### src/rtl/sdwq_pkg.sv
package sdwq_pkg;

  localparam int unsigned QueueDepth = 32;
  localparam int unsigned TaskIdBits = 8;

  localparam int unsigned IdxW  = $clog2(QueueDepth);
  localparam int unsigned CntW  = $clog2(QueueDepth + 1);
  localparam int unsigned OpW   = 2;
  localparam int unsigned ReqW  = 8;
  localparam int unsigned TickW = 31;
  localparam int unsigned AnsW  = 32;

  localparam logic [TickW-1:0] TickMax = '1;

  typedef enum logic [OpW-1:0] {
    OP_DELAY = 2'd0,
    OP_QUERY = 2'd1,
    OP_TICK  = 2'd2,
    OP_SPARE = 2'd3
  } op_e;

  typedef enum logic {
    KIND_DIRECT = 1'b0,
    KIND_WAKE   = 1'b1
  } kind_e;

  typedef enum logic [2:0] {
    ST_IDLE    = 3'd0,
    ST_INS_RD  = 3'd1,
    ST_INS_CMP = 3'd2,
    ST_EXP_RD  = 3'd3,
    ST_EXP_CMP = 3'd4,
    ST_FLUSH   = 3'd5
  } state_e;

  typedef struct packed {
    logic [TickW-1:0]      deadline;
    logic [TaskIdBits-1:0] task_id;
  } entry_t;

  typedef struct packed {
    logic [ReqW-1:0] dest_task;
    logic [AnsW-1:0] answer;
    logic            answer_kind;
    logic            is_last;
  } result_t;

  typedef struct packed {
    logic in_ready;
    logic capture;
    logic ins_rd;
    logic ins_shift;
    logic ins_place;
    logic exp_rd;
    logic exp_pop;
    logic flush;
  } cmd_t;

  typedef struct packed {
    logic in_insert;
    logic j_zero;
    logic rd_gt;
    logic expired;
    logic count_zero;
    logic full;
    logic pend_v;
    logic out_free;
  } stat_t;

  function automatic logic [IdxW-1:0] wrap_add(logic [IdxW-1:0] base, logic [CntW-1:0] off);
    logic [CntW:0] sum;
    sum = (CntW+1)'(base) + (CntW+1)'(off);
    if (sum >= (CntW+1)'(QueueDepth)) begin
      sum = sum - (CntW+1)'(QueueDepth);
    end
    return sum[IdxW-1:0];
  endfunction

endpackage

### src/rtl/sdwq_in_if.sv
interface sdwq_in_if;
  import sdwq_pkg::*;

  logic            valid;
  logic            ready;
  logic [OpW-1:0]  opcode;
  logic [ReqW-1:0] requester;
  logic [TickW-1:0] deadline;

  modport source (output valid, output opcode, output requester, output deadline,
                  input ready);
  modport sink   (input valid, input opcode, input requester, input deadline,
                  output ready);
endinterface

### src/rtl/sdwq_out_if.sv
interface sdwq_out_if;
  import sdwq_pkg::*;

  logic            valid;
  logic            ready;
  logic [ReqW-1:0] dest_task;
  logic [AnsW-1:0] answer;
  logic            answer_kind;
  logic            is_last;

  modport source (output valid, output dest_task, output answer, output answer_kind,
                  output is_last, input ready);
  modport sink   (input valid, input dest_task, input answer, input answer_kind,
                  input is_last, output ready);
endinterface

### src/rtl/sorted_delay_wakeup_queue_top.sv
// Timer wakeup server: tick counter plus a deadline-sorted queue of waiting tasks.
// in_i takes one word per item: opcode (delay, time query, tick), requester and
// deadline. out_o returns result words: dest_task, answer, answer_kind, is_last.
// A query or tick gets a direct answer with the count (a tick then advances the
// saturating count); a delay joins the queue silently, or gets -1 when full.
// After each item every entry whose deadline is reached is woken in deadline order.
// is_last marks the final word of an item; a delay with no wakeup gives no word.
// One item is worked at a time; in_i.ready is high only while the block is idle.
// Per item: accept; for a sorted insert, a read and a compare per entry passed,
// then the placing write; a read and a pop per wakeup; then a check of the queue
// head and the handoff of the last word. The single-port entry memory, with its
// registered read, serves both the insert and wakeup walks.
// Each result is held in a staging register and an output register; when out_o
// is stalled the block waits with both held and nothing is dropped.
// Reset clears the count and empties the queue at once; no clearing pass runs.
module sorted_delay_wakeup_queue_top (
  input logic        clk_i,
  input logic        rst_ni,
  sdwq_in_if.sink    in_i,
  sdwq_out_if.source out_o
);
  import sdwq_pkg::*;

  cmd_t    cmd;
  stat_t   stat;
  result_t out_result;
  logic    out_valid;

  sdwq_ctrl u_ctrl (
    .clk_i      (clk_i),
    .rst_ni     (rst_ni),
    .in_valid_i (in_i.valid),
    .stat_i     (stat),
    .cmd_o      (cmd)
  );

  sdwq_datapath u_datapath (
    .clk_i          (clk_i),
    .rst_ni         (rst_ni),
    .cmd_i          (cmd),
    .stat_o         (stat),
    .in_opcode_i    (in_i.opcode),
    .in_requester_i (in_i.requester),
    .in_deadline_i  (in_i.deadline),
    .out_ready_i    (out_o.ready),
    .out_valid_o    (out_valid),
    .out_result_o   (out_result)
  );

  assign in_i.ready        = cmd.in_ready;
  assign out_o.valid       = out_valid;
  assign out_o.dest_task   = out_result.dest_task;
  assign out_o.answer      = out_result.answer;
  assign out_o.answer_kind = out_result.answer_kind;
  assign out_o.is_last     = out_result.is_last;

  assert property (@(posedge clk_i) disable iff (!rst_ni)
    in_i.ready |-> !stat.pend_v)
    else $error("staged result left over at idle");

  assert property (@(posedge clk_i) disable iff (!rst_ni)
    (cmd.exp_pop && stat.pend_v) |-> stat.out_free)
    else $error("output register overwritten on wakeup");

  assert property (@(posedge clk_i) disable iff (!rst_ni)
    cmd.ins_place |-> !stat.full)
    else $error("insert into full queue");

  assert property (@(posedge clk_i) disable iff (!rst_ni)
    cmd.flush |=> (!stat.pend_v && in_i.ready))
    else $error("item not closed after last word");

endmodule

### src/rtl/sdwq_ctrl.sv
module sdwq_ctrl (
  input  logic           clk_i,
  input  logic           rst_ni,
  input  logic           in_valid_i,
  input  sdwq_pkg::stat_t stat_i,
  output sdwq_pkg::cmd_t  cmd_o
);
  import sdwq_pkg::*;

  state_e state_q, state_d;

  always_ff @(posedge clk_i or negedge rst_ni) begin
    if (!rst_ni) begin
      state_q <= ST_IDLE;
    end else begin
      state_q <= state_d;
    end
  end

  always_comb begin
    state_d = state_q;
    unique case (state_q)
      ST_IDLE: begin
        if (in_valid_i) begin
          state_d = stat_i.in_insert ? ST_INS_RD : ST_EXP_RD;
        end
      end
      ST_INS_RD: begin
        state_d = stat_i.j_zero ? ST_EXP_RD : ST_INS_CMP;
      end
      ST_INS_CMP: begin
        state_d = stat_i.rd_gt ? ST_INS_RD : ST_EXP_RD;
      end
      ST_EXP_RD: begin
        state_d = stat_i.count_zero ? ST_FLUSH : ST_EXP_CMP;
      end
      ST_EXP_CMP: begin
        if (!stat_i.expired) begin
          state_d = ST_FLUSH;
        end else if (!stat_i.pend_v || stat_i.out_free) begin
          state_d = ST_EXP_RD;
        end
      end
      ST_FLUSH: begin
        if (!stat_i.pend_v || stat_i.out_free) begin
          state_d = ST_IDLE;
        end
      end
      default: state_d = ST_IDLE;
    endcase
  end

  always_comb begin
    cmd_o = '0;
    unique case (state_q)
      ST_IDLE: begin
        cmd_o.in_ready = 1'b1;
        cmd_o.capture  = in_valid_i;
      end
      ST_INS_RD: begin
        cmd_o.ins_place = stat_i.j_zero;
        cmd_o.ins_rd    = !stat_i.j_zero;
      end
      ST_INS_CMP: begin
        cmd_o.ins_shift = stat_i.rd_gt;
        cmd_o.ins_place = !stat_i.rd_gt;
      end
      ST_EXP_RD: begin
        cmd_o.exp_rd = !stat_i.count_zero;
      end
      ST_EXP_CMP: begin
        cmd_o.exp_pop = stat_i.expired && (!stat_i.pend_v || stat_i.out_free);
      end
      ST_FLUSH: begin
        cmd_o.flush = !stat_i.pend_v || stat_i.out_free;
      end
      default: cmd_o = '0;
    endcase
  end

endmodule

### src/rtl/sdwq_datapath.sv
module sdwq_datapath (
  input  logic                       clk_i,
  input  logic                       rst_ni,
  input  sdwq_pkg::cmd_t             cmd_i,
  output sdwq_pkg::stat_t            stat_o,
  input  logic [sdwq_pkg::OpW-1:0]   in_opcode_i,
  input  logic [sdwq_pkg::ReqW-1:0]  in_requester_i,
  input  logic [sdwq_pkg::TickW-1:0] in_deadline_i,
  input  logic                       out_ready_i,
  output logic                       out_valid_o,
  output sdwq_pkg::result_t          out_result_o
);
  import sdwq_pkg::*;

  entry_t           mem_q [QueueDepth];
  entry_t           rdata_q;
  logic             rd_en, wr_en;
  logic [IdxW-1:0]  rd_addr, wr_addr;
  entry_t           wr_data;

  logic [ReqW-1:0]  req_q, req_d;
  logic [TickW-1:0] dl_q, dl_d;
  logic [TickW-1:0] tick_q, tick_d;
  logic [IdxW-1:0]  head_q, head_d;
  logic [CntW-1:0]  count_q, count_d;
  logic [CntW-1:0]  j_q, j_d;
  result_t          pend_q, pend_d;
  logic             pend_v_q, pend_v_d;
  result_t          out_q, out_d;
  logic             out_v_q, out_v_d;
  op_e              in_op;
  logic             full;

  assign in_op = op_e'(in_opcode_i);
  assign full  = (count_q == CntW'(QueueDepth));

  assign stat_o.in_insert  = (in_op == OP_DELAY) && !full;
  assign stat_o.j_zero     = (j_q == '0);
  assign stat_o.rd_gt      = (rdata_q.deadline > dl_q);
  assign stat_o.expired    = (rdata_q.deadline <= tick_q);
  assign stat_o.count_zero = (count_q == '0);
  assign stat_o.full       = full;
  assign stat_o.pend_v     = pend_v_q;
  assign stat_o.out_free   = !out_v_q || out_ready_i;

  assign rd_en   = cmd_i.ins_rd || cmd_i.exp_rd;
  assign rd_addr = cmd_i.ins_rd ? wrap_add(head_q, j_q - CntW'(1)) : head_q;
  assign wr_en   = cmd_i.ins_shift || cmd_i.ins_place;
  assign wr_addr = wrap_add(head_q, j_q);
  assign wr_data = cmd_i.ins_shift ? rdata_q
                                   : entry_t'{deadline: dl_q, task_id: TaskIdBits'(req_q)};

  always_ff @(posedge clk_i) begin
    if (wr_en) begin
      mem_q[wr_addr] <= wr_data;
    end
    if (rd_en) begin
      rdata_q <= mem_q[rd_addr];
    end
  end

  always_comb begin
    req_d    = req_q;
    dl_d     = dl_q;
    tick_d   = tick_q;
    head_d   = head_q;
    count_d  = count_q;
    j_d      = j_q;
    pend_d   = pend_q;
    pend_v_d = pend_v_q;
    out_d    = out_q;
    out_v_d  = out_v_q && !out_ready_i;

    if (cmd_i.capture) begin
      req_d    = in_requester_i;
      dl_d     = in_deadline_i;
      j_d      = count_q;
      pend_v_d = 1'b0;
      pend_d   = '{dest_task: in_requester_i, answer: AnsW'(tick_q),
                   answer_kind: KIND_DIRECT, is_last: 1'b0};
      unique case (in_op)
        OP_DELAY: begin
          if (full) begin
            pend_d.answer = '1;
            pend_v_d      = 1'b1;
          end
        end
        OP_TICK: begin
          pend_v_d = 1'b1;
          if (tick_q != TickMax) begin
            tick_d = tick_q + TickW'(1);
          end
        end
        default: pend_v_d = 1'b1;
      endcase
    end

    if (cmd_i.ins_shift) begin
      j_d = j_q - CntW'(1);
    end
    if (cmd_i.ins_place) begin
      count_d = count_q + CntW'(1);
    end

    if (cmd_i.exp_pop) begin
      if (pend_v_q) begin
        out_d   = pend_q;
        out_v_d = 1'b1;
      end
      pend_d   = '{dest_task: ReqW'(rdata_q.task_id), answer: AnsW'(tick_q),
                   answer_kind: KIND_WAKE, is_last: 1'b0};
      pend_v_d = 1'b1;
      head_d   = wrap_add(head_q, CntW'(1));
      count_d  = count_q - CntW'(1);
    end

    if (cmd_i.flush && pend_v_q) begin
      out_d         = pend_q;
      out_d.is_last = 1'b1;
      out_v_d       = 1'b1;
      pend_v_d      = 1'b0;
    end
  end

  always_ff @(posedge clk_i or negedge rst_ni) begin
    if (!rst_ni) begin
      tick_q   <= '0;
      head_q   <= '0;
      count_q  <= '0;
      j_q      <= '0;
      pend_v_q <= 1'b0;
      out_v_q  <= 1'b0;
    end else begin
      tick_q   <= tick_d;
      head_q   <= head_d;
      count_q  <= count_d;
      j_q      <= j_d;
      pend_v_q <= pend_v_d;
      out_v_q  <= out_v_d;
    end
  end

  always_ff @(posedge clk_i) begin
    req_q  <= req_d;
    dl_q   <= dl_d;
    pend_q <= pend_d;
    out_q  <= out_d;
  end

  assign out_valid_o  = out_v_q;
  assign out_result_o = out_q;

endmodule
### src/flat_wrapper.sv
// flat-port wrapper written by rule: the top's interface ports become plain ports
module sorted_delay_wakeup_queue_top_flat import sdwq_pkg::*;
  (clk_i, rst_ni, in_i_valid, in_i_opcode, in_i_requester, in_i_deadline, in_i_ready, out_o_valid, out_o_dest_task, out_o_answer, out_o_answer_kind, out_o_is_last, out_o_ready);
  sdwq_in_if in_i_i ();
  sdwq_out_if out_o_i ();
  input logic clk_i;
  input logic rst_ni;
  input wire logic [$bits(in_i_i.valid)-1:0] in_i_valid;
  input wire logic [$bits(in_i_i.opcode)-1:0] in_i_opcode;
  input wire logic [$bits(in_i_i.requester)-1:0] in_i_requester;
  input wire logic [$bits(in_i_i.deadline)-1:0] in_i_deadline;
  output wire logic [$bits(in_i_i.ready)-1:0] in_i_ready;
  output wire logic [$bits(out_o_i.valid)-1:0] out_o_valid;
  output wire logic [$bits(out_o_i.dest_task)-1:0] out_o_dest_task;
  output wire logic [$bits(out_o_i.answer)-1:0] out_o_answer;
  output wire logic [$bits(out_o_i.answer_kind)-1:0] out_o_answer_kind;
  output wire logic [$bits(out_o_i.is_last)-1:0] out_o_is_last;
  input wire logic [$bits(out_o_i.ready)-1:0] out_o_ready;
  assign in_i_i.valid = in_i_valid;
  assign in_i_i.opcode = in_i_opcode;
  assign in_i_i.requester = in_i_requester;
  assign in_i_i.deadline = in_i_deadline;
  assign in_i_ready = in_i_i.ready;
  assign out_o_valid = out_o_i.valid;
  assign out_o_dest_task = out_o_i.dest_task;
  assign out_o_answer = out_o_i.answer;
  assign out_o_answer_kind = out_o_i.answer_kind;
  assign out_o_is_last = out_o_i.is_last;
  assign out_o_i.ready = out_o_ready;
  sorted_delay_wakeup_queue_top u_core (.clk_i(clk_i), .rst_ni(rst_ni), .in_i(in_i_i), .out_o(out_o_i));
endmodule
### config.mk
export PLATFORM = sky130hd
export DESIGN_NAME = sorted_delay_wakeup_queue_top_flat
export DESIGN_NICKNAME = d
export VERILOG_FILES = /design/src/rtl/sdwq_pkg.sv /design/src/rtl/sdwq_in_if.sv /design/src/rtl/sdwq_out_if.sv /design/src/rtl/sorted_delay_wakeup_queue_top.sv /design/src/rtl/sdwq_ctrl.sv /design/src/rtl/sdwq_datapath.sv /design/src/flat_wrapper.sv
export SDC_FILE = /design/constraint.sdc
export NUM_CORES = 2
export LEC_CHECK = 0
export ABC_CLOCK_PERIOD_IN_PS = 13000
export BUFFER_PORTS_ARGS = -buffer_cell sky130_fd_sc_hd__buf_2
export CAP_MARGIN = 0
export CORE_MARGIN = 1.5
export CORE_UTILIZATION = 53
export DETAILED_ROUTE_END_ITERATION = 8
export GPL_TIMING_DRIVEN = 0
export PLACE_DENSITY = 0.69
export SETUP_SLACK_MARGIN = 0.4
export SYNTH_ARGS = -nofsm -noshare
export SYNTH_HDL_FRONTEND = slang
export SYNTH_SLANG_ARGS = --single-unit
export TNS_END_PERCENT = 1
### constraint.sdc
create_clock -name clk_i -period 13 [get_ports clk_i]
set_input_delay 3.9 -clock clk_i [delete_from_list [all_inputs] [get_ports clk_i]]
set_output_delay 3.9 -clock clk_i [all_outputs]
set_load 0.01 [all_outputs]
### Word level (Yosys, flattened, before mapping)

Memory sizes are Yosys's and may differ from the RTL's. A register that Yosys moved wholly into a read port is not among the register bits.
Cells that the tools add are included.

| storage, ports and cells | value |
|---|---|
| bits in registers | 175 |
| RAM bits | 1,248 |
| input bits | 45 |
| output and inout bits | 44 |
| word-level logic and storage cells | 115 |
| memories | 1 |

| cells by class | value |
|---|---|
| add/sub/neg operators | 10 |
| order comparisons | 5 |
| equal/unequal tests | 11 |
| multiplexer cells | 42 |
| reduce and logical (&&, ||, !) cells | 29 |

Memory list:

| memory | depth | bits a word | rd ports | clocked after memory_dff | wr ports | line | source |
|---|---|---|---|---|---|---|---|
| u_core.u_datapath.mem_q | 32 | 39 | 1 | 1 | 1 | sdwq_datapath.sv:15 | `entry_t mem_q [QueueDepth];` |

Operator list:

| operator | count |
|---|---|
| $mux W42 | 5 |
| $mux W32 | 2 |
| $mux W39 | 1 |
| $add A31 B1 Y31 const B | 1 |
| $gt A31 B31 Y1 | 1 |
| $le A31 B31 Y1 | 1 |
| $ne A31 B31 Y1 const B | 1 |
| $mux W6 | 4 |
| $mux W5 | 4 |
| $pmux W3 S6 | 1 |
| $mux W1 | 17 |
| $sub A5 B1 Y5 const B | 3 |
| $add A5 B6 Y7 | 2 |
| $ge A7 B6 Y1 const B | 2 |
| $logic_not A6 Y1 | 2 |
| $mux W3 | 4 |
| $sub A6 B1 Y6 const B | 2 |
| $reduce_bool A2 Y1 | 5 |
| $logic_not A1 Y1 | 7 |
| $add A5 B1 Y6 const B | 1 |
| $add A6 B1 Y6 const B | 1 |
| $eq A3 B2 Y1 const B | 2 |
| $eq A3 B3 Y1 const B | 2 |
| $eq A6 B6 Y1 const B | 1 |
| 14 further kinds | 25 |

### Logic depth before layout (Yosys ltp)

| logic depth | value |
|---|---|
| word-level depth | 7 |
| mapped depth | 17 |
| gate-level depth less buffers | 15 |

### Modules after synthesis

From an unflattened synthesis, not the netlist that was laid out.

| second synthesis, totals | value |
|---|---|
| cell total of the unflattened synthesis | 4,382 |
| area, all modules | 62,716.4 um^2 |

Modules (own cells, without submodules):

| module | instances | cells an instance | area each (um^2) | seq. area each (um^2) |
|---|---|---|---|---|
| sdwq_datapath | 1 | 4,342 | 62,366.1 | 43,531.8 |
| sdwq_ctrl | 1 | 40 | 350.3 | 75.1 |

### Worst setup path after synthesis

Ideal clock, no wire load.

| path | value |
|---|---|
| path kind | in2reg |
| from | input port out_o_ready |
| to | register u_core.u_datapath.pend_q[10] (netlist bit), enable pin |
| setup time | 0.419 ns |
| arrival time | 6.170 ns |
| data required time | 12.581 ns |
| path slack | 6.411 ns |
| stages | 9 |
| path buffers | 2 |
| cell sequence | nor2b_1 -> nand2_1 -> nand3_1 -> or3_1 -> clkbuf_1 -> clkinv_1 -> nor2_1 -> inv_1 -> clkbuf_1 |

| on the way | value |
|---|---|
| cells in the longest elaborated chain, start to end | 5 |

RTL lines:

| what | line | source |
|---|---|---|
| from (decl) | flat_wrapper.sv:18 | `input wire logic [$bits(out_o_i.ready)-1:0] out_o_ready;` |
| $logic_or A1 B1 Y1 | sdwq_datapath.sv:44 | `assign stat_o.out_free = !out_v_q \|\| out_ready_i;` |
| $logic_or A1 B1 Y1 | sdwq_ctrl.sv:72 | `cmd_o.exp_pop = stat_i.expired && (!stat_i.pend_v \|\| stat_i.out_free);` |
| $logic_and A1 B1 Y1 | sdwq_ctrl.sv:72 |  |
| $mux W1 | sdwq_ctrl.sv:55 | `unique case (state_q)` |
| $reduce_bool A2 Y1 (no line) | n/a |  |
| to (signal assigned) | sdwq_datapath.sv:146 | `pend_q <= pend_d;` |
| to (decl) | sdwq_datapath.sv:27 | `result_t pend_q, pend_d;` |

Every way passes these cells.
A chain may end at the register's enable or synchronous reset.

==> metrics <==
outcome=complete, but fails checks; violated checks=max-capacitance violations, max-slew violations; Overall Global Routing Usage=0.2755; post-route fraction of the period consumed by the critical path=0.5258; post-cts sizing count=0; worst reg2reg startpoint=u_core.u_datapath.tick_q[25]$_DFFE_PN0P_; ant diodes=0; worst hold margin=0.4397 ns; quantity of I/O buffers inserted on ports=88; kind of capture point of the worst setup path=flop; die span in x=337.0 um; placed cell count=5749; final estimated routing congestion in global placement=0.9231; slowest stage cell, crit path=clkbuf_1; Crit path arrival time=7.48 ns; type of the setup path with the least slack=in -> reg; count of final hold-check violations=0; post-synthesis sequential area ratio=0.7377; prevailing post-synth register cell=edfxtp_1; CTS clk-pin slew, worst paths=0.06 ns; leading cell type in the layout, fill and taps excluded=edfxtp_1; pin slew with the least headroom to its limit=1.613 ns; Setup Total Neg Slack=0 ns; number of vias per cell after detailed routing=5.994; Initial Util=0.5341; CP Max Fanout=13; number of flops mapped to enable cells by yosys=1406; #FFs+latches synth=1462; synthesized area divided by synthesized cell count=14.29 um2; min Tclk post-route=6.836 ns; count of clock tree sinks=1462; Die Span Y=337.0 um; r2r worst-path depth=17; worst hold path cell count=2; wire length of the first global-routing pass=226300 um; share of flip-flops with an asynchronous set or reset after synthesis=0.03625; CP most frequent cell=a21oi_1; number of primary I/O pins=89; area overhead of the layout relative to synthesis=13.51%; total via count after detailed routing=36042; Finished Layout Cells=6013; Finish-stage setup viols=0; clock skew after layout=0.02923 ns; fillers=8110; Pre-Repair DR Iteration Count=6; area of the die=113500 um2; via count of the first global-routing pass=35427; placed cell areas=62450 um2; end point of the most critical hold path=u_core.u_datapath.pend_q[1]$_SDFFE_PP1P_; startpoint class of the critical path=primary input; number of hold-repair buffers added at the cts stage=0; CTS tree=built; number of CTS-inserted buffers=148; required time at the worst-slack endpoint=13.64 ns; Routed WL per cell=25.85 um; final slew viol count=4; Post-Layout Inst Area=67100 um2; area of the mapped netlist=59110 um2; H-tree levels=4; total of warnings raised by yosys=0; max frequency=146.3 MHz; clock root buffer=clkbuf_16; area taken by multi-input logic gates=14430 um2; DRC violation total after the first TritonRoute iteration=4014; cell-by-cell listing of the critical path=buf_2, nor2b_1, nand2_1, nand3_1, or3_1, clkbuf_1, clkinv_1, clkbuf_1, ha_1, a21o_1, a21oi_1, o21bai_1, a21oi_1, a21oi_1, o211a_1; routed wire length=155400 um; global route overflow=0; proportion of layout cells with a drive suffix above 1=0.1173; most frequent cells in the layout=edfxtp_1, nand2_1, nand3_1; syn_nets=4262; detailed-placement wirelength estimate=107200 um; peak per-stage delay on the critical path=0.56 ns; critical hold path startpoint=u_core.u_datapath.pend_q[1]$_SDFFE_PP1P_; tightest slew margin relative to the limit=-0.08447; RSZ-0062 raised after global routing=no; antenna violations before repair=4; post-CTS setup repair buffer count=0; count of antenna-violating nets left after detailed routing=0; maximum capacitance violations=1; Max Buffers Root-to-Sink=3; area inside the core boundary=110700 um2; Synth Instances=4136; distinct cell type count after synthesis=71; Worst-Skew Late Latency=0.77 ns; Final nets=4537; Register-to-Register Setup Slack=7.04 ns; # rows=122; area occupied by registers=43610 um2; capture instance of the worst register-to-register path=u_core.u_datapath.count_q[5]$_DFFE_PN0P_; Post-route DRC=0; pin count of the biggest net entering global routing=54; path type of the worst min-delay path=reg -> reg
## sequential cells by signal, indices dropped and copies added, names as in the netlist, 6 cells and up
register and flops:
u_core.u_datapath.out_result_o 42, u_core.u_datapath.mem_q 1248, u_core.u_datapath.j_q 6, u_core.u_datapath.dl_q 31, u_core.u_datapath.req_q 8, u_core.u_datapath.pend_q 41, u_core.u_datapath.tick_q 31, u_core.u_datapath.rdata_q 39
u_core.u_datapath.count_q 6
## critical path: cells and delay by family
kind	cells	cell delay, ns
buffers and inverters	4	1.45
AO/OA/AOI/OAI	6	1.10
AND/OR/NAND/NOR	4	0.56
adder cells (fa/ha/maj)	1	0.45
## worst max path at each step
stage	end	startpoint	cells past startpoint	slack [ns]
after global routing	u_core.u_datapath.count_q[5]$_DFFE_PN0P_	out_o_ready	15	5.99
after floorplan	u_core.u_datapath.pend_q[10]$_DFFE_PP_	out_o_ready	9	6.41
after CTS	u_core.u_datapath.count_q[5]$_DFFE_PN0P_	out_o_ready	15	6.28
final	u_core.u_datapath.count_q[5]$_DFFE_PN0P_	out_o_ready	15	6.16
after detailed placement	u_core.u_datapath.count_q[5]$_DFFE_PN0P_	out_o_ready	15	5.49
after global placement	u_core.u_datapath.pend_q[40]$_DFFE_PP_	in_i_valid	5	5.41
## layer usage
metal | wire length [um] | part of all wire | global-route usage | up-vias
met5 | 13 | 0.000084 | 0 | -
met1 | 59150 | 0.38 | 0.3589 | 17788
met3 | 15360 | 0.099 | 0.05654 | 272
met4 | 4436 | 0.029 | 0.09239 | 2
li1 | - | - | - | 16196
met2 | 76470 | 0.49 | 0.4622 | 1784
## cell usage after synthesis (4+ instances only)
cell	n	area (um2)
a2111oi_1	15	150.1
a2111oi_2	21	315.3
a211oi_1	44	330.3
a21o_1	9	67.56
a21oi_1	30	150.1
a22o_1	8	70.07
a311oi_1	78	683.2
a32oi_1	157	1375
and2_1	44	275.3
and3_1	10	62.56
buf_1	4	15.01
buf_2	75	375.4
buf_4	10	75.07
clkbuf_1	149	559.3
dfrtp_1	53	1326
edfxtp_1	1406	42220
ha_1	78	975.9
inv_1	75	281.5
mux2_2	43	484.2
mux2i_1	161	1612
nand2_1	994	3731
nand2b_1	5	31.28
nand3_1	327	1637
nand3b_1	6	45.04
nand4_1	66	412.9
nor2_1	69	259.0
nor2_2	4	25.02
nor2b_1	4	25.02
nor3_1	13	65.06
nor4_1	5	31.28
o21a_1	35	262.8
o21ai_0	22	110.1
xnor2_1	44	385.4
xor2_1	7	61.31
## through the flow
step             util  setup slack (ns)
6_report       0.6063             6.164
5_1_grt        0.6063             5.988
4_1_cts        0.6063             6.283
3_5_place_dp   0.5643             5.490
3_3_place_gp   0.5549             5.415
2_1_floorplan       -             6.411
## layout make-up
type | instances | share of cell area
clock inverter | 72 | 0.009137
buffer | 240 | 0.01570
clock buffer | 192 | 0.06013
multi-input combinational | 2357 | 0.2150
sequential | 1462 | 0.6499
inverter | 77 | 0.004307
timing repair buffer | 125 | 0.01809
tap | 1488 | 0.02775
## logic make-up (layout without fill, tap and decap cells)
kind of cell               count (synthesis)  count (layout)  share of synthesized area
buffers and inverters                    317             706                    0.02261
and+or+nand+nor                         1565            1565                     0.1142
AOI/OAI and AO/OA                        455             455                    0.06471
xor gates and xnor gates                  51              51                   0.007556
DFF                                     1462            1462                     0.7377
muxes                                    205             205                    0.03571
adders and majority gates                 81              81                    0.01753
Power is not shown: default switching activity piles up to over one toggle a cycle in this logic, so the estimate is an artifact.
